$ cat config.mk
export PLATFORM = sky130hd
export DESIGN_NAME = fsdm_step
export DESIGN_NICKNAME = d
export VERILOG_FILES = /design/src/rtl/fsdm_pkg.sv /design/src/rtl/fsdm_step.sv
export SDC_FILE = /design/constraint.sdc
export NUM_CORES = 1
export LEC_CHECK = 0
export BUFFER_PORTS_ARGS = -buffer_cell sky130_fd_sc_hd__buf_4
export CAP_MARGIN = 20
export CORE_AREA = 3 3 210 109
export DETAILED_ROUTE_END_ITERATION = 10
export DIE_AREA = 0 0 213 112
export GPL_ROUTABILITY_DRIVEN = 0
export PLACE_DENSITY = 0.92
export SLEW_MARGIN = 5
export SYNTH_ARGS = -nofsm -noshare
export SYNTH_HDL_FRONTEND = slang
export SYNTH_SLANG_ARGS = --single-unit
$ cat constraint.sdc
create_clock -name clk -period 1 [get_ports clk]
set_input_delay 0.1 -clock clk [delete_from_list [all_inputs] [get_ports clk]]
set_output_delay 0.1 -clock clk [all_outputs]
set_load 0.01 [all_outputs]
$ cat src/rtl/fsdm_pkg.sv
package fsdm_pkg;

    localparam int DataW  = 64;
    localparam int StepsN = DataW;

    localparam logic [DataW-1:0] SignBit = {1'b1, {(DataW-1){1'b0}}};
    localparam logic [DataW-1:0] AllOnes = {DataW{1'b1}};

    // sign and special-case info that rides along with each request
    typedef struct packed {
        logic a_neg;
        logic b_neg;
        logic div_zero;
        logic ovf;
    } fsdm_side_t;

    // working set of one request inside the divider pipeline
    typedef struct packed {
        logic [DataW-1:0] rem;
        logic [DataW-1:0] acc;
        logic [DataW-1:0] dvs;
        fsdm_side_t       side;
    } fsdm_work_t;

endpackage

$ cat src/rtl/fsdm_step.sv
module fsdm_step (
    input  logic                 clk,
    input  logic                 rst_n,
    input  logic                 ce,
    input  logic                 in_valid,
    input  fsdm_pkg::fsdm_work_t in_work,
    output logic                 out_valid,
    output fsdm_pkg::fsdm_work_t out_work
);
    import fsdm_pkg::*;

    logic       valid_reg;
    fsdm_work_t work_reg;
    fsdm_work_t work_next;
    logic [DataW+1:0] trial;
    logic             borrow;

    // one restoring radix-2 step: shift in the next dividend bit, try a subtract
    always_comb
    begin
        trial  = {1'b0, in_work.rem, in_work.acc[DataW-1]} - {2'b00, in_work.dvs};
        borrow = trial[DataW+1];
        work_next      = in_work;
        work_next.rem  = borrow ? {in_work.rem[DataW-2:0], in_work.acc[DataW-1]}
                                : trial[DataW-1:0];
        work_next.acc  = {in_work.acc[DataW-2:0], ~borrow};
    end

    always_ff @(posedge clk or negedge rst_n)
    begin
        if (!rst_n)
        begin
            valid_reg <= 1'b0;
        end
        else if (ce)
        begin
            valid_reg <= in_valid;
        end
    end

    always_ff @(posedge clk)
    begin
        if (ce)
        begin
            work_reg <= work_next;
        end
    end

    assign out_valid = valid_reg;
    assign out_work  = work_reg;

endmodule

==> metrics.md, run 1 <==
| Metric | Value |
|---|---|
| Die Y | 112 microns |
| Largest area contributor in the netlist | edfxtp_1 |
| IO Pins | between 300 and 400 |
| Post-Syn Area | 0.0105 sq mm |
| Yosys cell types | 61 |
| Worst endpoint after global-route timing repair | out_work[174]$_DFFE_PP_/D |
| Seq cells post-synth | between 150 and 200 |
| # rows | 38 |
| HPWL after DPL | between 30 and 40 mm |
| FFs w/ async S/R, synth | 0.508% |
| Most used DFF post-synth | edfxtp_1 |
| Syn Nets | approximately 1200 |
| Area contributors post-synth | edfxtp_1, ha_1, a21oi_1, nor2_1, inv_1 |
| Worst_ep kind | register data pin |
| Total CTS buffers | 17 |
| Register area share after synthesis | 56.2% |
| All-Layer GR Usage | 78.8% |
| Fail Step | global routing (5_1_grt) |
| Die width | 213 microns |
| CTS Sinks | 197 |
| Number of port buffers | 396 |
| Remaining Overflow, GRT | 16 |
| Err | [ERROR GRT-0232] Routing congestion too high. Check the congestion heatmap in the GUI. |
| EDFF count, synth | between 150 and 200 |
| Top-count cell post-synth | edfxtp_1 |
| Clock root buffer | clkbuf_16 |
| Buffer depth of the longest clock path | 2 |
| Largest net degree at the start of global routing | 46 |
| H-tree depth | 4 |
| Synth Warn # | 0 |
| Area fraction of the dominant cell type after synthesis | 55.9% |
| Run status | stopped before the end |
| Cell count after synthesis | 941 |
| Initial core utilization | between 40% and 50% |
| Syn Area/Cell | 11.2 sq um |
| Synth cell count leaders | edfxtp_1, a21oi_1, nor2_1 |
## what timing repair did
action,in CTS
pin swaps,57
hold buffers,179
gates cloned,7
endpoints found under the hold margin,178
setup buffers,39
endpoints found under the setup margin,262
gates resized for setup,353
## kinds of logic after synthesis
logic type	after synthesis	synth area share [%]
compound gates	268	15.9
flops	197	56.2
xor+xnor	57	4.75
fa+ha+maj	65	7.80
mux	15	1.58
buf+inv	113	4.35
simple gates	226	9.41
## layer usage
metal	track usage (%)	overflow
met2	89.7	7
met3	71.7	0
met4	73.2	9
met5	45.8	0
met1	79.3	0
## metrics by stage
step	instances	cell area, sq um	setup slack, ns	utilization [%]
after floorplan	941	10900	-1.71	-
after global placement	1834	15900	-2.06	74.7
after detailed placement	1834	15900	-2.19	74.7
after CTS	2089	20100	-1.48	94.3
==> run 2, diff against run 1 <==
--- a/config.mk
+++ b/config.mk
@@ -7,11 +7,11 @@
 export LEC_CHECK = 0
 export BUFFER_PORTS_ARGS = -buffer_cell sky130_fd_sc_hd__buf_4
 export CAP_MARGIN = 20
-export CORE_AREA = 3 3 210 109
+export CORE_AREA = 3 3 178 180
 export DETAILED_ROUTE_END_ITERATION = 10
-export DIE_AREA = 0 0 213 112
+export DIE_AREA = 0 0 181 183
 export GPL_ROUTABILITY_DRIVEN = 0
-export PLACE_DENSITY = 0.92
+export PLACE_DENSITY_LB_ADDON = 0.15
 export SLEW_MARGIN = 5
 export SYNTH_ARGS = -nofsm -noshare
 export SYNTH_HDL_FRONTEND = slang
==> run 2 against run 1 <==
The flow now finishes, with violations (setup timing). Area after synthesis did not move. Synthesized cell count stayed put.
==> metrics.md, run 2 <==
| Metric | Value |
|---|---|
| Run status | complete, but fails checks |
| Failing checks | setup timing |
| Worst slew margin relative to its limit | 57.0% |
| Post-Syn Area | 0.0105 sq mm |
| Fin cells | about 2200 |
| Max VDD drop | about 1100 uV |
| Worst reg2reg path startpoint | out_valid |
| Initial core utilization | 34.7% |
| Worst skew pair latency | approximately 0.44 ns |
| HPWL after DPL | 29.0 mm |
| Worst Hold Launch | in_work[158] |
| Fin util | 67.9% |
| Crit path capture type | flop |
| CP Class | in -> reg |
| Core Area | 0.0303 sq mm |
| Die width | 181 microns |
| Peak Freq | 0.390 GHz |
| H-tree depth | 4 |
| PnR worst setup slack | -1.57 ns |
| Placed cell count | ~2000 |
| Worst-path clk slew | 0.07 ns |
| CP startpoint | in_work[131] |
| Worst path bufs/invs | 3 |
| Clock Skews | 0 ns |
| Slowest CP cell | or3b_1 |
| RSZ-0062 raised after global routing | true |
| Synth cell count leaders | edfxtp_1, a21oi_1, nor2_1 |
| Syn Nets | 1206 |
| Initial DRC Count | 457 |
| Syn Area/Cell | 11.2 sq um |
| Area Overhead vs Synth | 96.0% |
| CTS Sinks | 197 |
| R2R Path End | out_valid |
| Fillcell total | 2193 |
| Final Max Slew Viols | 0 |
| Number of port buffers | between 300 and 400 |
| PwrDens | 1340 mW/mm^2 |
| Reg2reg setup slack | 0.04 ns |
| Setup crit end | out_work[194] |
| Final net count | 2087 |
| EDFF count, synth | 196 |
| FFs w/ async S/R, synth | 0.508% |
| Die Area | between 0.03 and 0.04 sq mm |
| Min-Delay Path Class | in -> reg |
| All-Layer GR Usage | 23.4% |
| Critical Path Fanout Max | 4 |
| Worst path max stage delay | 0.39 ns |
| Levels on crit path | 15 |
| Worst path top cell family by delay | compound AO/OA/AOI/OAI gates |
| Power Total | 27.6 mW |
| Buffer depth of the longest clock path | 2 |
| FF-to-FF path depth | 2 |
| IO Pins | 397 |
| Clock root buffer | clkbuf_16 |
| Aggregate routed wire length | 41.1 mm |
| Arrival @ worst endpoint | 2.77 ns |
| Most common cell after layout, fill and taps aside | buf_4 |
| Average vias per placed instance | approximately 4.8 |
| Largest net degree at the start of global routing | 46 |
| Critical-path cell list | buf_12 -> inv_12 -> ha_4 -> inv_2 -> fa_2 -> a21o_1 -> a31oi_4 -> a2bb2oi_4 -> a311oi_2 -> o21ai_2 -> o211ai_2 -> a21oi_2 -> o31a_1 -> or3b_1 -> a41o_1 |
| Vias in the first global route | 11000 |
| Wire per inst | 18.4 microns |
| Commonest cells after routing, fill and taps aside | buf_4, buf_6, edfxtp_1 |
| Synth Warn # | 0 |
| Max reg flops | 196 |
| Final period util | 257% |
| Die Y | approximately 180 microns |
| Cell count after synthesis | 941 |
| Global-route wire length before repair | 60.2 mm |
| Largest area contributor in the netlist | edfxtp_1 |
| CTS tree | done |
| Worst Path Required | approximately 1.2 ns |
| Worst Tran Pin Value | 0.642 ns |
| # rows | 64 |
| Vias post-DR | 10600 |
| Area contributors post-synth | edfxtp_1, ha_1, a21oi_1, nor2_1, inv_1 |
| Total CTS buffers | 17 |
| Yosys cell types | 61 |
| Critical path startpoint category | primary input |
| Final Critical Period | approximately 2.6 ns |
| Setup violators final | between 200 and 300 |
| Seq cells post-synth | 197 |
| Ant. Diodes | 0 |
| Initial antenna violation count | 0 |
| Drt first pass iters | 5 |
| Hold Fails Final Rpt | 0 |
| LEAKAGE | 9.17 nW |
| Remaining Overflow, GRT | 0 |
| Max_cap viols | 0 |
| Area fraction of the dominant cell type after synthesis | 55.9% |
| Register area share after synthesis | 56.2% |
| DRC Markers | 0 |
| Layout cell share with drive strength beyond 1 | 48.3% |
| Post-route ant nets | 0 |
| Top-count cell post-synth | edfxtp_1 |
| Most used DFF post-synth | edfxtp_1 |
==> run 2: kinds of logic (layout without fill, tap and decap cells) <==
group,count (synthesis),after routing,synth area share [%]
flip-flops,197,197,56.2
buffers and inverters,113,1005,4.35
multiplexers,15,15,1.58
XOR/XNOR,57,57,4.75
AO/OA/AOI/OAI,268,268,15.9
AND/OR/NAND/NOR,226,226,9.41
adder cells (fa/ha/maj),65,65,7.80
==> run 2: worst min path at each step <==
| stage | endpoint | slack [ns] | depth (start not counted) |
|---|---|---|---|
| 2_1_floorplan | out_valid | -0.20 | 0 |
| 5_1_grt | out_work[159] | -0.01 | 3 |
| 3_3_place_gp | out_valid | -0.12 | 1 |
| 3_5_place_dp | out_valid | -0.12 | 1 |
| 6_report | out_work[159] | 0.003 | 3 |
| 4_1_cts | out_work[164] | 0.0008 | 3 |
==> run 2: timing repair <==
action	in CTS	in global routing
gates resized for setup	211	158
cloned	6	3
setup buffers	15	8
endpoints found under the hold margin	181	10
pin swaps	32	19
hold buffers	177	5
setup endpoints to repair	262	268
==> run 2: power by group <==
part           switching, mW  internal [mW]
Clock                   3.13           4.19
Sequential             0.436           10.2
Combinational           4.16           5.55
Total                   7.73           19.9
==> run 2: final cells by class <==
cell class                      count  area, sq um  area share, %
Clock buffer                       19          433           2.10
Clock inverter                     11          175          0.850
Inverter                           86          355           1.72
Multi-Input combinational cell    631         5010           24.3
Sequential cell                   197         5910           28.7
Tap cell                          396          495           2.40
Timing Repair Buffer              889         8240           40.0
==> run 2: worst reg2reg max path: stages, from the launching register on <==
cell and delay, ns:
dfrtp_1 0.41, buf_4 0.15, mux2_2 0.28
==> run 2: per-stage QoR <==
stage                     TNS (ns)  setup slack (ns)  area (sq um)  hold slack, ns
after floorplan            -105.79             -1.71         10900          -0.196
after global placement     -131.14             -2.10         16400          -0.124
after detailed placement   -132.76             -2.21         16400          -0.123
after CTS                  -114.75             -1.55         19900        0.000798
after global routing       -125.27             -1.66         20600         -0.0139
final                      -111.69             -1.57         20600         0.00335
==> run 2: per-layer routing <==
metal	track usage, %	routed length [microns]	up-vias
met1	26.4	15800	5031
met3	6.29	2790	48
li1	-	-	5201
met4	8.10	970	0
met5	0	0	-
met2	43.0	21500	320
(Power assumes the default switching activity.)
