[src/rtl/fsdm_pkg.sv]
package fsdm_pkg;

    localparam int DataW  = 64;
    localparam int StepsN = DataW;

    localparam logic [DataW-1:0] SignBit = {1'b1, {(DataW-1){1'b0}}};
    localparam logic [DataW-1:0] AllOnes = {DataW{1'b1}};

    // sign and special-case info that rides along with each request
    typedef struct packed {
        logic a_neg;
        logic b_neg;
        logic div_zero;
        logic ovf;
    } fsdm_side_t;

    // working set of one request inside the divider pipeline
    typedef struct packed {
        logic [DataW-1:0] rem;
        logic [DataW-1:0] acc;
        logic [DataW-1:0] dvs;
        fsdm_side_t       side;
    } fsdm_work_t;

endpackage

[src/rtl/fsdm_post.sv]
module fsdm_post (
    input  logic                          clk,
    input  logic                          rst_n,
    input  logic                          ce,
    input  logic                          in_valid,
    input  fsdm_pkg::fsdm_work_t          in_work,
    output logic                          out_valid,
    output logic [fsdm_pkg::DataW-1:0]    quotient,
    output logic [fsdm_pkg::DataW-1:0]    remainder,
    output logic                          divide_by_zero,
    output logic                          overflow
);
    import fsdm_pkg::*;

    logic             valid_reg;
    logic [DataW-1:0] quo_reg;
    logic [DataW-1:0] rem_reg;
    logic             dz_reg;
    logic             ov_reg;
    logic [DataW-1:0] quo_next;
    logic [DataW-1:0] rem_next;
    logic [DataW-1:0] opnd_x;
    logic [DataW-1:0] opnd_y;
    logic             diff_sign;
    logic             fix;

    always_comb
    begin
        diff_sign = in_work.side.a_neg ^ in_work.side.b_neg;
        fix       = diff_sign && (in_work.rem != '0);
        // floored correction: -uq - 1 is ~uq
        if (fix)
        begin
            quo_next = ~in_work.acc;
        end
        else if (diff_sign)
        begin
            quo_next = ~in_work.acc + 1'b1;
        end
        else
        begin
            quo_next = in_work.acc;
        end
        // remainder as one subtract with picked operands
        if (fix)
        begin
            opnd_x = in_work.side.a_neg ? in_work.dvs : in_work.rem;
            opnd_y = in_work.side.a_neg ? in_work.rem : in_work.dvs;
        end
        else
        begin
            opnd_x = in_work.side.a_neg ? '0 : in_work.rem;
            opnd_y = in_work.side.a_neg ? in_work.rem : '0;
        end
        rem_next = opnd_x - opnd_y;
        if (in_work.side.div_zero)
        begin
            quo_next = '0;
            rem_next = '0;
        end
        else if (in_work.side.ovf)
        begin
            quo_next = SignBit;
            rem_next = '0;
        end
    end

    always_ff @(posedge clk or negedge rst_n)
    begin
        if (!rst_n)
        begin
            valid_reg <= 1'b0;
        end
        else if (ce)
        begin
            valid_reg <= in_valid;
        end
    end

    always_ff @(posedge clk)
    begin
        if (ce)
        begin
            quo_reg <= quo_next;
            rem_reg <= rem_next;
            dz_reg  <= in_work.side.div_zero;
            ov_reg  <= in_work.side.ovf;
        end
    end

    assign out_valid      = valid_reg;
    assign quotient       = quo_reg;
    assign remainder      = rem_reg;
    assign divide_by_zero = dz_reg;
    assign overflow       = ov_reg;

endmodule

[config.mk]
export PLATFORM = sky130hd
export DESIGN_NAME = fsdm_post
export DESIGN_NICKNAME = d
export VERILOG_FILES = /design/src/rtl/fsdm_pkg.sv /design/src/rtl/fsdm_post.sv
export SDC_FILE = /design/constraint.sdc
export NUM_CORES = 1
export LEC_CHECK = 0
export ABC_AREA = 1
export CAP_MARGIN = 20
export CORE_MARGIN = 4
export CORE_UTILIZATION = 45
export DETAILED_ROUTE_END_ITERATION = 7
export DONT_BUFFER_PORTS = 1
export HOLD_SLACK_MARGIN = 0.1
export SLEW_MARGIN = 10
export SYNTH_ARGS = -nofsm -noshare
export SYNTH_HDL_FRONTEND = slang
export SYNTH_SLANG_ARGS = --single-unit
[constraint.sdc]
create_clock -name clk -period 0.9 [get_ports clk]
set_input_delay 0.045 -clock clk [delete_from_list [all_inputs] [get_ports clk]]
set_output_delay 0.045 -clock clk [all_outputs]
set_load 0.05 [all_outputs]
==> flow_metrics.tcl, run 1 <==
set metrics [dict create \
    crit_fanout 8 \
    syn-num-nets 2654 \
    cp_slowest_cell "ha_2" \
    p_int_mw 20.4 \
    violations "hold timing, setup timing" \
    dieHeight_um 185 \
    final_common_cell "nand2_1" \
    num_rows 64 \
    leakage_nw 11.7 \
    critPathKind "in2reg" \
    min_path_type "in2reg" \
    rsz0062_at_grt "yes" \
    fin_crit_sh_pct 327 \
    synth_cells 2389 \
    cts.clk_slew.worst_paths_ps 70 \
    remaining_drc_errors 0 \
    p_clk_share_pct 18.5 \
    dp_hpwl_um 44500 \
    status "finished with violations" \
    die_x_um 185 \
    fin_ws_ps -2040 \
    avgSynthCellArea_um2 5.90 \
    start_util_pct 45.8 \
    layout-drive-gt1-share_pct 51.6 \
    grt_pass1_wl_um 94800 \
    drv_cap 0 \
    grt_use_total_pct 35.3 \
    slew_viol_final 0 \
    cts_tree "done" \
    synth_seq_area_share_pct 27.9 \
    nNetsFinal 3293 \
    io_buffer_count 0 \
    core-area_um2 30700 \
    ys.flop_type "edfxtp_1" \
    cp_top_family "simple AND/OR/NAND/NOR gates" \
    worstSetupStartpointType "input pin" \
    skew_ps 0 \
    pwr-share-comb_pct 61.1 \
    viasPerCell 5.88 \
    io_pins 331 \
    setup_viol 259 \
    routed_wl_um 75700 \
    overflow 0 \
    worstSetupEndpointType "flip-flop" \
    cts-root-buf "clkbuf_16" \
    firstDrtPassIters 6 \
    grt_pass1_vias 17900 \
    cts_buffers 17 \
    antenna_found_initial 2 \
    p_total_mw 37.5 \
    relSlewSlack_pct 63.5 \
    diodes 0 \
    hold_ws_ps -314 \
    synth_cell_types 41 \
    syn_area_um2 14100 \
    drtIter0Drc 2013 \
    critPathMaxStageDelay_ps 270 \
    powerDensity_nw_per_um2 1460 \
    clockBufferDepth 2 \
    fill_cells 1773 \
    vias 20200 \
    p_seq_share_pct 20.4 \
    syn_to_final_growth_pct 82.3 \
    avgRoutedWirePerCell_um 22.0 \
    worstMarginPinSlew_ps 544 \
    finalCriticalPeriod_ps 2940 \
    finalNonFillerCells 3437 \
    yosysWarnings 0 \
    cts_num_sinks 131 \
    cp.arrival_ps 3220 \
    ant_nets 0 \
    final_cell_mix "nand2_1, buf_4, inv_1" \
    synthArstFlopShare_pct 0.763 \
    cts_htree_levels 4 \
    hold_violations 131 \
    dp.cells 3190 \
    fmax_mhz 340 \
    cp_cell_sequence "nor2_1 -> nand2_1 -> nor2_2 -> nand2_4 -> nor2_4 -> nand2_4 -> nand2_8 -> buf_6 -> buf_6 -> nor2_1 -> a21oi_1 -> ha_2 -> nand2_2 -> buf_4 -> nor2_4 -> nand2_1 -> inv_1 -> nand4_1 -> nand3_4 -> nand2_1 -> nand2_1 -> o21ai_1 -> a21oi_1" \
    path_buf_inv 4 \
    switching_share_pct 45.7 \
    synth_edf_count 130 \
    p_switching_mw 17.2 \
    dieArea_um2 34200 \
    grt_max_degree 132 \
    ys_seq_elements 131 \
    finalWeightedCongestion 1.03 \
    clk_latency_ps 470 \
    crit_required_ps 1180 \
    cpMostUsedCell "nand2_1" \
    ir_worst_vdd_v 0.00143 \
]
power groups by stage:
stage               clock (mW)  combinational [mW]  sequential (mW)
floorplan                    0                6.16             9.67
global placement             0                13.4             7.73
detailed placement           0                13.5             7.73
CTS                       6.71                17.5             7.63
global route              7.11                23.9             7.68
finish                    6.93                22.9             7.65
what timing repair did:
item,4_1_cts,5_1_grt
pin swaps,159,311
endpoints found under the setup margin,259,259
gates cloned,11,2
resized for setup,609,769
hold buffers,69,3
endpoints found under the hold margin,213,134
buffers inserted,61,94
metal layers:
metal / part of all wire [%] / track usage [%] / vias to the layer above
met4: 7.9 / 12.5 / 2
met3: 11 / 6.17 / 470
met5: 0.017 / 0 / -
met1: 34 / 43.1 / 9344
li1: - / - / 8991
met2: 47 / 62.4 / 1403
stage by stage:
stage / hold WS (ps) / cell area (um2) / utilization (%) / worst slack [ps] / setup TNS (ps)
floorplan: -251 / 14400 / - / -1750 / -120940
global placement: -251 / 18300 / 59.4 / -2600 / -211660
detailed placement: -251 / 18300 / 59.4 / -2620 / -215170
CTS: -300 / 22200 / 72.3 / -1780 / -171850
global route: -324 / 25700 / 83.5 / -2170 / -185170
finish: -314 / 25700 / 83.5 / -2040 / -165050
final cells by class:
cell class                      instances  area, um2  share of cell area (%)
Timing Repair Buffer                  685       6310                    24.6
Clock buffer                           18        429                    1.67
Inverter                              317       1240                    4.85
Multi-Input combinational cell       1876      13200                    51.3
Sequential cell                       131       3930                    15.3
Clock inverter                         14        104                   0.404
Tap cell                              396        495                    1.93
state kept, by name, indices dropped and copies added, names as in the netlist:
register	cells
quotient	64
divide_by_zero	1
overflow	1
out_valid	1
remainder	64
cell families (layout without fill, tap and decap cells):
group / Yosys count / after routing / synth area share (%)
DFF: 131 / 131 / 27.9
AOI/OAI and AO/OA: 423 / 423 / 15.8
and+or+nand+nor: 1384 / 1384 / 39.7
adders and majority gates: 65 / 65 / 5.83
muxes: 1 / 1 / 0.0799
buffers and inverters: 382 / 1034 / 10.6
xor gates and xnor gates: 3 / 3 / 0.187
path summary, 6_finish.rpt:
kind	slack, ps	from	depth (start not counted)	end
worst min-delay path	-310	ce	0	remainder[17]$_SDFFCE_PP0P_
worst max register to register	130	out_valid$_DFFE_PN0P_	1	out_valid$_DFFE_PN0P_
min in group asynchronous	320	rst_n	2	out_valid$_DFFE_PN0P_
worst min register to register	520	out_valid$_DFFE_PN0P_	1	out_valid$_DFFE_PN0P_
worst max-delay path	-2040	in_work[140]	23	remainder[35]$_SDFFCE_PP0P_
max in group asynchronous	460	rst_n	2	out_valid$_DFFE_PN0P_
synth_stat cells (17+ instances only):
cell,n,area [um2]
ha_1,64,801
edfxtp_1,130,3900
nand2_1,805,3020
o21ai_0,152,761
clkbuf_1,46,173
nor2_1,383,1440
nand3_1,113,566
nor3_1,17,85.1
a21oi_1,228,1140
nand4_1,20,125
inv_1,314,1180
Power figures use the tool's default switching activity.
==> run 2, diff against run 1 <==
--- a/config.mk
+++ b/config.mk
@@ -7,7 +7,7 @@
 export LEC_CHECK = 0
 export ABC_AREA = 1
 export CAP_MARGIN = 20
-export CORE_MARGIN = 4
+export CORE_MARGIN = 3
 export CORE_UTILIZATION = 45
 export DETAILED_ROUTE_END_ITERATION = 7
 export DONT_BUFFER_PORTS = 1
==> run 2 against run 1 <==
  * The flow finishes with violations (DRC, hold timing, setup timing)
  * Clock-buffer cell count stayed put
  * Flip-flop and latch count did not move
  * Wire length decreased by 14%
  * Worst hold slack better by 20 ps
  * Largest power group unchanged
==> flow_metrics.tcl, run 2 (synthesis gave the netlist of run 1 again) <==
set metrics [dict create \
    hold_violations 131 \
    leakage_nw 10.8 \
    cts.clk_slew.worst_paths_ps 70 \
    worstSetupEndpointType "flip-flop" \
    grt_pass1_vias 17300 \
    core-area_um2 30700 \
    finalCriticalPeriod_ps 2800 \
    crit_required_ps 1120 \
    ir_worst_vdd_v 0.00132 \
    firstDrtPassIters 8 \
    dpl_worst_slack_ps -2490 \
    clk_latency_ps 460 \
    fin_ws_ps -1900 \
    fmax_mhz 357 \
    drtIter0Drc 1508 \
    clockBufferDepth 2 \
    slew_viol_final 0 \
    dieArea_um2 33500 \
    hold_path_end "quotient[41]$_SDFFCE_PP0P_" \
    syn_to_final_growth_pct 67.7 \
    powerDensity_nw_per_um2 1470 \
    r2r-end "out_valid$_DFFE_PN0P_" \
    r2r_cells 1 \
    layout-drive-gt1-share_pct 43.5 \
    viasPerCell 5.60 \
    dieHeight_um 183 \
    r2r-start "out_valid$_DFFE_PN0P_" \
    min_path_type "in2reg" \
    vias 18900 \
    finalNonFillerCells 3370 \
    setup_viol 259 \
    final_common_cell "nand2_1" \
    overflow 0 \
    holdPathStages 0 \
    drv_cap 0 \
    io_pins 331 \
    remaining_drc_errors 1 \
    cts_num_sinks 131 \
    worstSetupStartpointType "input pin" \
    finalWeightedCongestion 0.996 \
    status "finished with violations" \
    cts-root-buf "clkbuf_16" \
    start_util_pct 45.8 \
    final_core_util_pct 76.8 \
    cts_buffers 17 \
    final_cell_mix "nand2_1, buf_4, inv_1" \
    relSlewSlack_pct 56.0 \
    num_rows 64 \
    die_x_um 183 \
    cts_htree_levels 4 \
    worstHoldStart "ce" \
    cts_hold_buf 70 \
    cts_tree "done" \
    io_buffer_count 0 \
    skew_ps 0 \
    rsz0062_at_grt "yes" \
    grt_pass1_wl_um 91300 \
    worstMarginPinSlew_ps 660 \
    avgRoutedWirePerCell_um 19.3 \
    fill_cells 2209 \
    dp.cells 3178 \
    nNetsFinal 3226 \
    cp.arrival_ps 3020 \
    critPathKind "in2reg" \
    hold_ws_ps -295 \
    fin_crit_sh_pct 311 \
    dp_hpwl_um 44500 \
    routed_wl_um 65000 \
    crit_fanout 6 \
    reg2reg_setup_slack_ps 110 \
    antenna_found_initial 1 \
    p_total_mw 34.8 \
    grt_use_total_pct 34.3 \
    startpoint "in_work[172]" \
    grt_max_degree 132 \
    violations "DRC, hold timing, setup timing" \
    ant_nets 0 \
]
-- run 2: cell types whose count changed in the layout (fill, tap and decap cells not counted), sizes merged, moves of 2 or more --
cell,delta
clkbuf,+3
clkinv,-2
buf,-69
inv,-3
dlymetal6s4s,-3
bufinv,+4
-- run 2: report_power, final --
group          internal [mW]  switching [mW]
sequential              7.39           0.248
combinational           7.85            11.5
clock                   4.62            3.14
-- run 2: cell type report --
cell class | count | area [um2] | share of cell area [%]
Antenna cell | 1 | 2.50 | 0.0106
Clock buffer | 18 | 429 | 1.82
Clock inverter | 13 | 181 | 0.768
Inverter | 317 | 1230 | 5.22
Multi-Input combinational cell | 1876 | 11900 | 50.4
Sequential cell | 131 | 3930 | 16.6
Tap cell | 396 | 495 | 2.10
Timing Repair Buffer | 618 | 5450 | 23.1
-- run 2: worst max-delay path, cell delays in order --
cell	delay, ps
nor2_1	80
nand2_1	100
nor2_4	140
nand2_2	90
nor2_4	80
buf_6	110
nand2_8	60
nand2_8	140
buf_6	120
inv_4	30
nand2_2	50
nor2_1	40
a21oi_1	190
ha_2	230
inv_2	50
fa_2	370
nand2_2	100
inv_2	50
nand2_2	80
nand3_4	120
nand4_1	170
nand3_4	140
buf_6	150
nand2_4	60
nand3_2	60
nand2_2	80
nor2_4	50
-- run 2: worst max-delay path by stage --
| stage | endpoint | cells after the start | slack, ps |
|---|---|---|---|
| after floorplan | remainder[32]$_SDFFCE_PP0P_ | 27 | -1750 |
| after global placement | remainder[34]$_SDFFCE_PP0P_ | 21 | -2490 |
| after detailed placement | remainder[34]$_SDFFCE_PP0P_ | 21 | -2490 |
| after CTS | remainder[62]$_SDFFCE_PP0P_ | 27 | -1700 |
| after global routing | remainder[28]$_SDFFCE_PP0P_ | 25 | -2060 |
| final | remainder[36]$_SDFFCE_PP0P_ | 27 | -1900 |
-- run 2: metal layers --
layer,wire [um],track usage (%),share of wire (%)
met3,5880,6.39,9.0
met2,31500,59.2,48
met4,3480,15.3,5.4
met1,24200,41.8,37
met5,0,0,0
-- run 2: metrics by stage --
| step | cell area [um2] | hold slack (ps) | setup TNS [ps] |
|---|---|---|---|
| 2_1_floorplan | 14400 | -251 | -120940 |
| 3_3_place_gp | 18200 | -251 | -205010 |
| 3_5_place_dp | 18200 | -251 | -208140 |
| 4_1_cts | 21100 | -298 | -167900 |
| 5_1_grt | 23600 | -298 | -180960 |
| 6_report | 23600 | -295 | -163000 |
-- run 2: repair_timing --
item	in CTS	in global routing
gates cloned	2	6
gates resized for setup	385	569
pin swaps	119	196
hold endpoints to repair	204	132
setup endpoints to repair	259	259
buffers inserted	46	46
