===== config.mk =====
export PLATFORM = sky130hd
export DESIGN_NAME = fsdm_pre
export DESIGN_NICKNAME = d
export VERILOG_FILES = /design/src/rtl/fsdm_pkg.sv /design/src/rtl/fsdm_pre.sv
export SDC_FILE = /design/constraint.sdc
export NUM_CORES = 1
export LEC_CHECK = 0
export ABC_AREA = 1
export BUFFER_PORTS_ARGS = -buffer_cell sky130_fd_sc_hd__buf_2
export CAP_MARGIN = 25
export CORE_MARGIN = 2
export CORE_UTILIZATION = 55
export CTS_CLUSTER_DIAMETER = 30
export DETAILED_ROUTE_END_ITERATION = 7
export PLACE_DENSITY_LB_ADDON = 0.1
export SLEW_MARGIN = 20
export SYNTH_ARGS = -nofsm -noshare
export SYNTH_HDL_FRONTEND = slang
export SYNTH_SLANG_ARGS = --single-unit

===== constraint.sdc =====
create_clock -name clk -period 1.6 [get_ports clk]
set_clock_uncertainty 0.1 [all_clocks]
set_input_delay 0.16 -clock clk [delete_from_list [all_inputs] [get_ports clk]]
set_output_delay 0.16 -clock clk [all_outputs]
set_load 0.01 [all_outputs]

===== src/rtl/fsdm_pkg.sv =====
package fsdm_pkg;

    localparam int DataW  = 64;
    localparam int StepsN = DataW;

    localparam logic [DataW-1:0] SignBit = {1'b1, {(DataW-1){1'b0}}};
    localparam logic [DataW-1:0] AllOnes = {DataW{1'b1}};

    // sign and special-case info that rides along with each request
    typedef struct packed {
        logic a_neg;
        logic b_neg;
        logic div_zero;
        logic ovf;
    } fsdm_side_t;

    // working set of one request inside the divider pipeline
    typedef struct packed {
        logic [DataW-1:0] rem;
        logic [DataW-1:0] acc;
        logic [DataW-1:0] dvs;
        fsdm_side_t       side;
    } fsdm_work_t;

endpackage


===== src/rtl/fsdm_pre.sv =====
module fsdm_pre (
    input  logic                          clk,
    input  logic                          rst_n,
    input  logic                          ce,
    input  logic                          in_valid,
    input  logic [fsdm_pkg::DataW-1:0]    dividend,
    input  logic [fsdm_pkg::DataW-1:0]    divisor,
    output logic                          out_valid,
    output fsdm_pkg::fsdm_work_t          out_work
);
    import fsdm_pkg::*;

    logic       valid_reg;
    fsdm_work_t work_reg;
    fsdm_work_t work_next;

    // magnitudes and special cases
    always_comb
    begin
        work_next.side.a_neg    = dividend[DataW-1];
        work_next.side.b_neg    = divisor[DataW-1];
        work_next.side.div_zero = (divisor == '0);
        work_next.side.ovf      = (divisor != '0) && (dividend == SignBit)
                                  && (divisor == AllOnes);
        work_next.rem = '0;
        work_next.acc = dividend[DataW-1] ? (~dividend + 1'b1) : dividend;
        work_next.dvs = divisor[DataW-1] ? (~divisor + 1'b1) : divisor;
    end

    always_ff @(posedge clk or negedge rst_n)
    begin
        if (!rst_n)
        begin
            valid_reg <= 1'b0;
        end
        else if (ce)
        begin
            valid_reg <= in_valid;
        end
    end

    always_ff @(posedge clk)
    begin
        if (ce)
        begin
            work_reg <= work_next;
        end
    end

    assign out_valid = valid_reg;
    assign out_work  = work_reg;

endmodule


==> results of run 1 <==
routing by layer:
metal	share of wire (%)	up-vias	routed length [um]	global-route usage, %
li1	-	4674	-	-
met1	38	4461	11730	41.04
met3	7.6	102	2353	5.709
met5	0.036	-	11	0
met2	50	543	15400	60.22
met4	4.7	2	1458	17.80
where the power goes:
group,switching (mW),internal [mW]
registers,0.0967,4.24
logic,1.30,0.897
clock network,1.56,2.12
total,2.96,7.26
cell usage after synthesis, drive strengths merged (2+ instances only):
cell    count  area share, %
nand4      35            2.4
ha          3           0.41
nor4        2           0.14
a21oi       8           0.56
o21bai      2           0.16
nand2     378             16
o21ai      34            2.3
nand3      98            5.7
and2        3           0.21
xnor2      32            3.1
nor3        6           0.38
nand3b      7           0.57
clkinv      3           0.15
buf        78            6.0
xor2       32            3.1
edfxtp    132             43
inv        96            3.9
or2         2           0.14
nor2      236             11
cells by family after synthesis:
| kind of cell | count (synthesis) | share of synthesized area, % |
|---|---|---|
| AND/OR/NAND/NOR | 768 | 36.53 |
| buffers and inverters | 178 | 10.16 |
| flip-flops | 133 | 43.61 |
| XOR/XNOR | 64 | 6.129 |
| AO/OA/AOI/OAI | 44 | 2.996 |
| adder cells (fa/ha/maj) | 3 | 0.4104 |
| other | 1 | 0.04100 |
| multiplexers | 1 | 0.1231 |
stage by stage:
step           std cells  hold WS [ns]  utilization [%]  power (mW)  instance area [um2]
3_5_place_dp        1812       -0.1640            70.96       6.457                11640
6_report            1890       0.01545            77.23       10.22                12670
3_3_place_gp        1812       -0.1655            70.96       6.419                11640
4_1_cts             1889      0.001653            77.02       10.19                12640
5_1_grt             1889       0.01301            77.21       10.55                12670
2_1_floorplan       1255       -0.2356                -       5.439                 9383
registers in the layout (all words and copies together), names as in the netlist:
name       count
out_work     132
out_valid      1
cell usage in the layout (no fill, tap or decap), types with 17 or more instances in the layout:
cell type / instances
nand3_1: 92
clkbuf_16: 17
nor2_2: 19
nand2_1: 362
buf_4: 146
o21ai_0: 21
conb_1: 64
nand4_1: 35
inv_1: 92
buf_2: 262
nor2_1: 211
xnor2_1: 32
edfxtp_1: 132
dlygate4sd3_1: 45
xor2_1: 32
worst max-delay path: stages:
cell,delay [ns]
dlygate4sd3_1,0.54
buf_2,0.16
inv_2,0.10
nand3_1,0.10
inv_1,0.09
nand3_1,0.07
inv_1,0.09
nand3_2,0.11
nand3b_1,0.15
nand2_1,0.07
worst max path at each step:
stage | slack [ns] | end | from
after global placement | -0.18 | out_work[0] | dividend[0]
after CTS | 0.005 | out_work[63] | divisor[54]
after floorplan | 0.10 | out_work[128] | dividend[1]
final | 0.04 | out_work[59] | divisor[54]
after detailed placement | -0.21 | out_work[0] | dividend[0]
after global routing | -0.01 | out_work[63] | divisor[54]
final cells by class:
cell class | count | area (um2)
Clock inverter | 13 | 111.4
Sequential cell | 133 | 3989
Multi-Input combinational cell | 944 | 4489
Antenna cell | 1 | 2.502
Clock buffer | 19 | 432.9
Fill cell | 1200 | 3736
Inverter | 99 | 374.1
Timing Repair Buffer | 461 | 2997
Tap cell | 220 | 275.3
what timing repair did:
item                                   CTS  global route
resized for setup                        0            16
endpoints found under the hold margin   45             0
setup endpoints to repair                0            11
hold buffers                            45             0
==> summary.txt, run 1 <==
Critical path
  • Reg2reg end: out_valid
  • Register-to-Register Path Depth: 1
  • Startpoint types: primary input
  • Crit. End Element: flip-flop
  • Maximum fanout along the worst path: 4
  • Critical path arrival: approximately 1.6 ns
  • R2r setup slk: between 0.7 and 0.8 ns
  • Kind of critical path: in -> reg
  • Critical Path RT: ~1.7 ns
  • Reg2reg start: out_valid

Logic synthesis
  • Post-synth EDFFs: 132
  • Seq cells post-synth: 133
  • Seq/Total Area, Yosys: between 40% and 50%
  • Distinct cells, synth: 40
  • Post-synthesis cell area: 0.009146 mm2
  • Synth Flop Type: edfxtp_1
  • Avg Inst Size Synth: about 7.7 um2
  • Synthesis Warnings: 0
  • Async SR Flop Fraction: less than 1%
  • Cells after synthesis: around 1200

Min path
  • Hold/Removal Path Class: in -> reg
  • End point of the worst hold path: out_work[129]
  • Hold depth: 3
  • Worst Hold Launch: dividend[61]

Place
  • Placer Congestion: about 0.95
  • Place WS: -0.2102 ns
  • DP Wirelength: between 20000 and 25000 um
  • I/O Buffers: between 200 and 300

Pwr
  • Peak VDD IR: approximately 0.71 mV
  • Pleak: 5.919 nW
  • Pwr Density: 806.4 mW/mm2

Global routing
  • Largest net degree at the start of global routing: 52
  • Number of global-route vias before repair: a little over 9000
  • Initial antenna violation count: 2
  • Tot GR Track Use: between 30% and 40%
  • Global-route wire length before repair: roughly 47000 um
  • Total grt overflow: 0

Timing
  • Final Hold Violating Endpoints: 0
  • Setup-failing EPs final: 0
  • Period utilisation layout: a little over nine tenths
  • Total negative slack: 0 ns
  • Maximum operating frequency: approximately 640 MHz
  • Pins Over Slew Limit: 0
  • Final WS setup: between 0.04 and 0.05 ns
  • Min cycle time layout: ~1.6 ns

Detailed routing
  • Avg WL per Cell: 16.38 um
  • DRT Pass-1 Iters: 6
  • Routed vias/inst: between 5 and 6
  • Final antenna-violating net count: 0
  • WL final: around 31000 um
  • Via count: 9782
  • Initial DRC count: a little over 800
  • # DRC: 0

Outcome
  • Status: finished, final reports clean

Clocking
  • Worst skew pair latency: between 0.4 and 0.5 ns
  • CTS HTree Levels: 4
  • CTS root buffer: clkbuf_16
  • Clk buf depth: 2
  • Setup bufs post-CTS: 0
  • CTS Sinks: 133
  • Clk slew on worst S/H paths: approximately 0.060 ns
  • CTS tree: built
  • TritonCTS Buffers: 17

Layout
  • Layout cell share with drive strength beyond 1: a little under a third
  • Synth-to-layout area growth: 38.54%
  • Nets: around 1800

Floorplanning
  • Row count: 47
  • Die area: 0.01768 mm2
  • Initial Util: 55.75%
  • DIE HEIGHT: approximately 130 um
  • Die Width: approximately 130 um
  • Ports: approximately 330
  • Core area: around 0.016 mm2

Job
  • Max_cap viols: 0
No activity file was read; power rests on OpenSTA's default activity.
==> inputs of run 2 (changes only) <==
- CORE_ASPECT_RATIO: unset -> 0.8
==> summary.txt, run 2 (synthesized netlist as in run 1, its figures left out) <==
Outcome
  • Status: finished, final reports clean

Min path
  • Hold/Removal Path Class: in -> reg
  • Worst Hold Launch: divisor[44]
  • Hold depth: 4
  • End point of the worst hold path: out_work[48]

Pwr
  • Internal: ~7.7 mW
  • Comb pwr share: 20.8%
  • Clk pwr share: 38.7%
  • Pwr Density: 839.1 mW/mm2
  • Pleak: about 6 nW
  • Final Power: approximately 11 mW
  • Switching pwr: approximately 3 mW
  • Peak VDD IR: about 0.82 mV
  • Power share of the sequential group: 40.6%
  • Switching portion of total power: ~28%

Timing
  • Max-slew headroom: 66.37%
  • Worst hold slack: 0.006915 ns
  • Min cycle time layout: 1.538 ns
  • Setup-failing EPs final: 0
  • Total negative slack: 0 ns
  • Final Hold Violating Endpoints: 0
  • Maximum operating frequency: ~650 MHz
  • Period utilisation layout: between 90 and 100%
  • Worst slew pin tran: between 0.5 and 0.6 ns
  • Pins Over Slew Limit: 0

Critical path
  • Startpoint types: primary input
  • Crit. End Element: flip-flop
  • Bufs and invs on worst path: 4
  • Kind of critical path: in -> reg
  • CP max stage delay: about 0.53 ns
  • Reg2reg end: out_valid
  • Critical Path RT: between 1.5 and 2 ns
  • Most used cell, CP: buf_4
  • Maximum fanout along the worst path: 7
  • Register-to-Register Path Depth: 1
  • Reg2reg start: out_valid
  • Critical path arrival: roughly 1.6 ns
  • CP delay by family, top: buffers and inverters
  • Crit path cell chain: dlygate4sd3_1, buf_4, clkinv_1, buf_4, nor2_1, a21oi_1, xnor2_1
  • R2r setup slk: 0.76 ns
  • Critical-path cell with the highest stage delay: dlygate4sd3_1

Detailed routing
  • Routed vias/inst: ~5.3
  • WL final: 32520 um
  • # DRC: 0
  • DRT Pass-1 Iters: 6
  • Via count: 10030
  • Initial DRC count: about 1400
  • Final antenna-violating net count: 0
  • Avg WL per Cell: approximately 17 um

Floorplanning
  • DIE HEIGHT: approximately 120 um
  • Die Width: about 150 um
  • Initial Util: 55.78%
  • Die area: 0.01768 mm2
  • Ports: roughly 330
  • Core area: between 0.015 and 0.02 mm2
  • Row count: 42

Place
  • Placer Congestion: a little over 1
  • Dpl cells: between 1500 and 2000
  • I/O Buffers: approximately 260
  • DP Wirelength: about 25000 um

Clocking
  • CTS tree: built
  • CTS HTree Levels: 4
  • CTS root buffer: clkbuf_16
  • Clk slew on worst S/H paths: roughly 0.060 ns
  • CTS Sinks: 133
  • Clk buf depth: 2
  • TritonCTS Buffers: 17
  • Setup bufs post-CTS: 0
  • Worst skew pair latency: around 0.43 ns

Global routing
  • Tot GR Track Use: 35.91%
  • Number of global-route vias before repair: between 9000 and 10000
  • Global-route wire length before repair: about 48000 um
  • Total grt overflow: 0
  • Largest net degree at the start of global routing: 81
  • Initial antenna violation count: 0

Layout
  • Layout cell share with drive strength beyond 1: approximately 31%
  • Max reg flops: 132
  • Commonest cells after routing, fill and taps aside: 361 x nand2_1, 262 x buf_2, 212 x nor2_1
  • Fill count: roughly 1200
  • Number of antenna repair diodes: 0
  • Non-Filler Instances: between 1500 and 2000
  • Synth-to-layout area growth: 40.00%
  • Nets: 1800
  • Most common cell after layout, fill and taps aside: nand2_1

Job
  • Max_cap viols: 0
[run 2: cell count changes in the layout (fill, tap and decap cells not counted), moves of 2 or more]
cell           previous run  this run
clkinv_4                  4         2
inv_6                     0         2
bufinv_16                 1         4
dlygate4sd3_1            45        40
clkinv_2                  6         3
clkbuf_1                  2         0
buf_4                   146       160
[run 2: worst min-delay path: stages]
cell and delay (ns):
buf_2 0.13, inv_1 0.05, nand2_1 0.05, nand2_1 0.05
[run 2: worst max-delay path by stage]
stage	startpoint	to	slack, ns	depth (start not counted)
2_1_floorplan	dividend[1]	out_work[128]	0.10	11
3_3_place_gp	dividend[1]	out_work[130]	-0.12	10
3_5_place_dp	dividend[1]	out_work[116]	-0.21	10
4_1_cts	dividend[60]	out_work[129]	0.03	10
5_1_grt	divisor[54]	out_work[66]	-0.01	10
6_report	dividend[63]	out_work[80]	0.06	7
[run 2: layout make-up]
class | instances | area [um2] | share of cell area [%]
multi-input cells | 944 | 4481 | 34.99
flip-flops and latches | 133 | 3989 | 31.15
repair buffers | 470 | 3078 | 24.04
clock buffers | 17 | 425.4 | 3.322
inverters | 99 | 374.1 | 2.922
well taps | 220 | 275.3 | 2.150
clock inverters | 13 | 182.7 | 1.427
[run 2: repair_timing]
action / CTS / global route
endpoints found under the setup margin: 0 / 15
hold buffers: 40 / 0
hold endpoints to repair: 38 / 0
gates resized for setup: 0 / 13
[run 2: through the flow]
| stage | setup slack (ns) | cell area (um2) | utilization (%) |
|---|---|---|---|
| final | 0.06164 | 12800 | 78.10 |
| after floorplan | 0.1035 | 9383 | - |
| after global routing | -0.01215 | 12800 | 78.10 |
| after detailed placement | -0.2123 | 11750 | 71.68 |
| after CTS | 0.03495 | 12760 | 77.83 |
| after global placement | -0.1230 | 11750 | 71.68 |
[run 2: power by group through the flow]
stage | sequential [mW] | clock, mW | combinational, mW
3_5_place_dp | 4.43 | 0 | 2.08
3_3_place_gp | 4.42 | 0 | 2.04
5_1_grt | 4.38 | 4.33 | 2.40
2_1_floorplan | 4.59 | 0 | 0.850
6_report | 4.36 | 4.15 | 2.23
4_1_cts | 4.36 | 4.15 | 2.18
[run 2: layer usage]
| metal | part of all wire (%) | global-route usage (%) |
|---|---|---|
| met5 | 0 | 0 |
| met1 | 40 | 50.34 |
| met2 | 45 | 56.08 |
| met4 | 2.9 | 11.37 |
| met3 | 12 | 7.548 |
==> inputs of run 3 (changes only) <==
- ABC_AREA: 1 -> unset
- CORE_UTILIZATION: 55 -> 52
==> summary.txt, run 3 <==
Floorplanning
  • Ports: 329
  • DIE HEIGHT: between 100 and 150 um
  • Die Width: between 100 and 150 um
  • Row count: 39
  • Initial Util: between 50% and 60%

Logic synthesis
  • Seq/Total Area, Yosys: a little over half
  • Synth area leader: edfxtp_1
  • Async SR Flop Fraction: 0.7519%
  • Cells after synthesis: between 600 and 700
  • Most frequent cells after synthesis: 132 x edfxtp_1, 120 x xnor2_1, 64 x buf_4, 36 x nand2_1, 36 x o31ai_1
  • Cell with the most instances after synthesis: edfxtp_1
  • Share of the synthesized area in the top cell type: between 50% and 60%
  • Synth Flop Type: edfxtp_1
  • Post-synth EDFFs: approximately 130
  • Avg Inst Size Synth: about 12 um2
  • Distinct cells, synth: 37
  • Synth top area cells: edfxtp_1 52%, xnor2_1 14%, buf_4 6.3%
  • Post-synthesis cell area: 0.007581 mm2
  • Seq cells post-synth: roughly 130
  • Synthesis Warnings: 0

Global routing
  • Largest net degree at the start of global routing: 65
  • Initial antenna violation count: 7
  • Total grt overflow: approximately 350
  • Tot GR Track Use: 89.04%

Place
  • I/O Buffers: approximately 260
  • Place WS: -0.9543 ns
  • Placed inst area: around 0.011 mm2
  • Dpl cells: 1276
  • Placer Congestion: a little over 0.9
  • DP Wirelength: about 19000 um

Clocking
  • Clk buf depth: 2
  • CTS Sinks: roughly 130
  • CTS root buffer: clkbuf_16
  • TritonCTS Buffers: 17
  • CTS HTree Levels: 4

Outcome
  • Status: did not finish
  • Stop stage: global routing (5_1_grt)
  • Tool Error: [ERROR GRT-0232] Routing congestion too high. Check the congestion heatmap in the GUI.

Timing
  • Worst End Pin Type: sequential cell input
  • GRT worst endpoint: out_work[66]$_DFFE_PP_/D
-- run 3: changes by cell type after synthesis, sizes merged, moves of 15 or more --
cell	before	now
nand3	98	14
xnor2	32	120
o31ai	0	36
or3	0	23
or4	0	19
o41ai	0	31
nor4	2	21
xor2	32	2
nand2	378	36
nor2	236	11
clkbuf	1	16
inv	96	10
-- run 3: what timing repair did --
item,4_1_cts
cloned,1
setup buffers,35
hold buffers,14
gates resized for setup,126
pin swaps,68
endpoints found under the hold margin,13
endpoints found under the setup margin,92
-- run 3: logic make-up after synthesis --
kind of cell,after synthesis,share of synthesized area [%]
flops,133,52.62
other cells,1,0.04947
compound gates,104,9.787
mux,1,0.1485
simple gates,187,14.87
fa+ha+maj,3,0.4952
buf+inv,94,7.939
xor+xnor,122,14.09
-- run 3: metrics by stage --
| stage | hold WS, ns | util, % | setup TNS (ns) |
|---|---|---|---|
| floorplan | -0.2356 | - | -50.65 |
| detailed placement | -0.1632 | 77.20 | -70.34 |
| global placement | -0.1633 | 77.20 | -64.13 |
| CTS | 0.004369 | 89.12 | -18.51 |
-- run 3: routing by layer --
metal  global-route usage [%]  overflow
met5                    19.50         0
met4                    100.5       148
met3                    76.00         4
met2                    104.2       194
met1                    86.09         2
==> inputs of run 4 (changes only) <==
- CORE_ASPECT_RATIO: 0.8 -> unset
- CORE_UTILIZATION: 52 -> 40
- CTS_CLUSTER_DIAMETER: 30 -> unset
- PLACE_DENSITY_LB_ADDON: 0.1 -> 0.15
==> summary.txt, run 4 <==
Place
  • DP Wirelength: between 15000 and 20000 um
  • Placed inst area: around 0.011 mm2
  • I/O Buffers: ~260
  • Placer Congestion: ~0.89

Floorplanning
  • Die Width: 141.7 um
  • Ports: approximately 330
  • Die area: approximately 0.020 mm2
  • Core area: about 0.019 mm2
  • Initial Util: between 40% and 50%
  • DIE HEIGHT: between 100 and 150 um
  • Row count: 50

Detailed routing
  • # DRC: 0
  • WL final: approximately 28000 um
  • Avg WL per Cell: around 19 um
  • Routed vias/inst: between 5 and 6
  • Final antenna-violating net count: 0
  • Initial DRC count: 496
  • DRT Pass-1 Iters: 5
  • Via count: roughly 7600

Clocking
  • CTS tree: built
  • Clk buf depth: 2
  • CTS root buffer: clkbuf_16
  • CTS HTree Levels: 4
  • TritonCTS Buffers: 17
  • Worst skew pair latency: between 0.4 and 0.5 ns
  • CTS Sinks: roughly 130
  • Clk slew on worst S/H paths: about 0.06 ns

Logic synthesis
  • Share of the synthesized area in the top cell type: a little over half
  • Synth Flop Type: edfxtp_1
  • Cell with the most instances after synthesis: edfxtp_1
  • Seq cells post-synth: about 130
  • Post-synth EDFFs: ~130
  • Post-synthesis cell area: about 0.0076 mm2
  • Cells after synthesis: 645
  • Synth top area cells: edfxtp_1 52%, xnor2_1 14%, buf_4 6.3%
  • Synthesis Warnings: 0
  • Synth area leader: edfxtp_1
  • Avg Inst Size Synth: between 10 and 15 um2
  • Most frequent cells after synthesis: 132 x edfxtp_1, 120 x xnor2_1, 64 x buf_4, 36 x nand2_1, 36 x o31ai_1
  • Async SR Flop Fraction: less than 1%
  • Seq/Total Area, Yosys: between 50% and 60%
  • Distinct cells, synth: 37

Critical path
  • CP delay by family, top: simple AND/OR/NAND/NOR gates
  • Startpoint types: primary input
  • Critical path arrival: 2.22 ns
  • Most used cell, CP: buf_6
  • Maximum fanout along the worst path: 6
  • Kind of critical path: in -> reg
  • Critical Path RT: 1.67 ns
  • Crit path cell chain: buf_6, or4_4, nor4b_4, buf_6, buf_6, nand4_1, o41ai_2, xnor2_1
  • Bufs and invs on worst path: 3
  • Critical-path cell with the highest stage delay: or4_4
  • Crit. End Element: flip-flop
  • CP max stage delay: between 0.5 and 0.6 ns

Layout
  • Synth-to-layout area growth: 81.76%
  • Utilization after layout: about 74%
  • Commonest cells after routing, fill and taps aside: 240 x buf_2, 212 x buf_4, 132 x edfxtp_1
  • Layout cell share with drive strength beyond 1: roughly 62%
  • Nets: approximately 1300
  • Number of antenna repair diodes: 0
  • Fill count: approximately 1200
  • Design Area, Final: around 0.014 mm2
  • Max reg flops: 132
  • Most common cell after layout, fill and taps aside: buf_2

Timing
  • Final Hold Violating Endpoints: 0
  • Setup-failing EPs final: just over 90
  • Final WS setup: -0.5522 ns
  • RSZ-0062 raised after global routing: true
  • Maximum operating frequency: ~460 MHz
  • Min cycle time layout: between 2 and 2.5 ns
  • Pins Over Slew Limit: 0
  • Period utilisation layout: 134.5%

Job
  • Max_cap viols: 0

Global routing
  • Number of global-route vias before repair: 7368
  • Largest net degree at the start of global routing: 48
  • Tot GR Track Use: roughly a quarter
  • Global-route wire length before repair: 39560 um
  • Total grt overflow: 0
  • Initial antenna violation count: 0

Outcome
  • Failing checks: negative setup slack
  • Status: complete, but fails checks

Pwr
  • Final Power: approximately 11 mW
  • Peak VDD IR: 0.7833 mV
  • Pwr Density: 783.8 mW/mm2
  • Pleak: 5.752 nW

Min path
  • Hold/Removal Path Class: in -> reg
run 4: cell counts after synthesis:
No cell type changed its count.
run 4: cell families (layout without fill, tap and decap cells):
family | count (synthesis) | after routing | share of synthesized area, %
AOI/OAI and AO/OA | 104 | 104 | 9.787
xor gates and xnor gates | 122 | 122 | 14.09
adders and majority gates | 3 | 3 | 0.4952
buffers and inverters | 94 | 594 | 7.939
DFF | 133 | 133 | 52.62
muxes | 1 | 1 | 0.1485
other | 1 | 64 | 0.04947
and+or+nand+nor | 187 | 187 | 14.87
run 4: metal layers:
| layer | part of all wire, % | vias up | global-route usage [%] |
|---|---|---|---|
| li1 | - | 3464 | - |
| met1 | 40 | 3685 | 32.23 |
| met2 | 49 | 400 | 43.92 |
| met3 | 7.3 | 83 | 4.860 |
| met4 | 3.9 | 0 | 11.26 |
| met5 | 0 | - | 0 |
run 4: per-stage QoR:
stage | hold WS, ns | std cells | setup TNS, ns | worst slack [ns]
4_1_cts | 0.0006261 | 1427 | -15.73 | -0.3835
3_5_place_dp | -0.1425 | 1345 | -69.36 | -0.9469
6_report | 0.0005350 | 1442 | -19.86 | -0.5522
3_3_place_gp | -0.1456 | 1345 | -66.71 | -0.9215
5_1_grt | 0.003949 | 1442 | -25.12 | -0.5878
2_1_floorplan | -0.2356 | 708 | -50.65 | -0.7760
run 4: area by class of cell:
class	count	area, um2	area share [%]
multi-input cells	481	4795	34.80
clock buffers	18	429.2	3.114
repair buffers	552	4040	29.32
well taps	234	292.8	2.125
clock inverters	14	176.4	1.280
inverters	10	57.56	0.4177
flip-flops and latches	133	3989	28.95
run 4: worst paths after layout:
check / from / end / slack (ns) / cells past startpoint
max in group asynchronous: rst_n / out_valid / 0.81 / 3
min reg2reg: out_valid / out_valid / 0.45 / 1
max: divisor[27] / out_work[48] / -0.55 / 8
min in group asynchronous: rst_n / out_valid / 0.48 / 3
min: dividend[28] / out_work[96] / 0.0005 / 3
max reg2reg: out_valid / out_valid / 0.73 / 1
run 4: where the power goes:
part | switching (mW) | internal, mW | total, mW
Sequential | 0.0969 | 4.27 | 4.37
Combinational | 1.23 | 1.09 | 2.32
Clock | 1.65 | 2.47 | 4.12
Total | 2.97 | 7.83 | 10.8
run 4: repair_timing:
action | in CTS | in global routing
endpoints found under the setup margin | 92 | 95
hold buffers | 13 | 0
gates cloned | 1 | 0
setup buffers | 37 | 20
hold endpoints to repair | 12 | 0
pin swaps | 93 | 63
gates resized for setup | 176 | 72
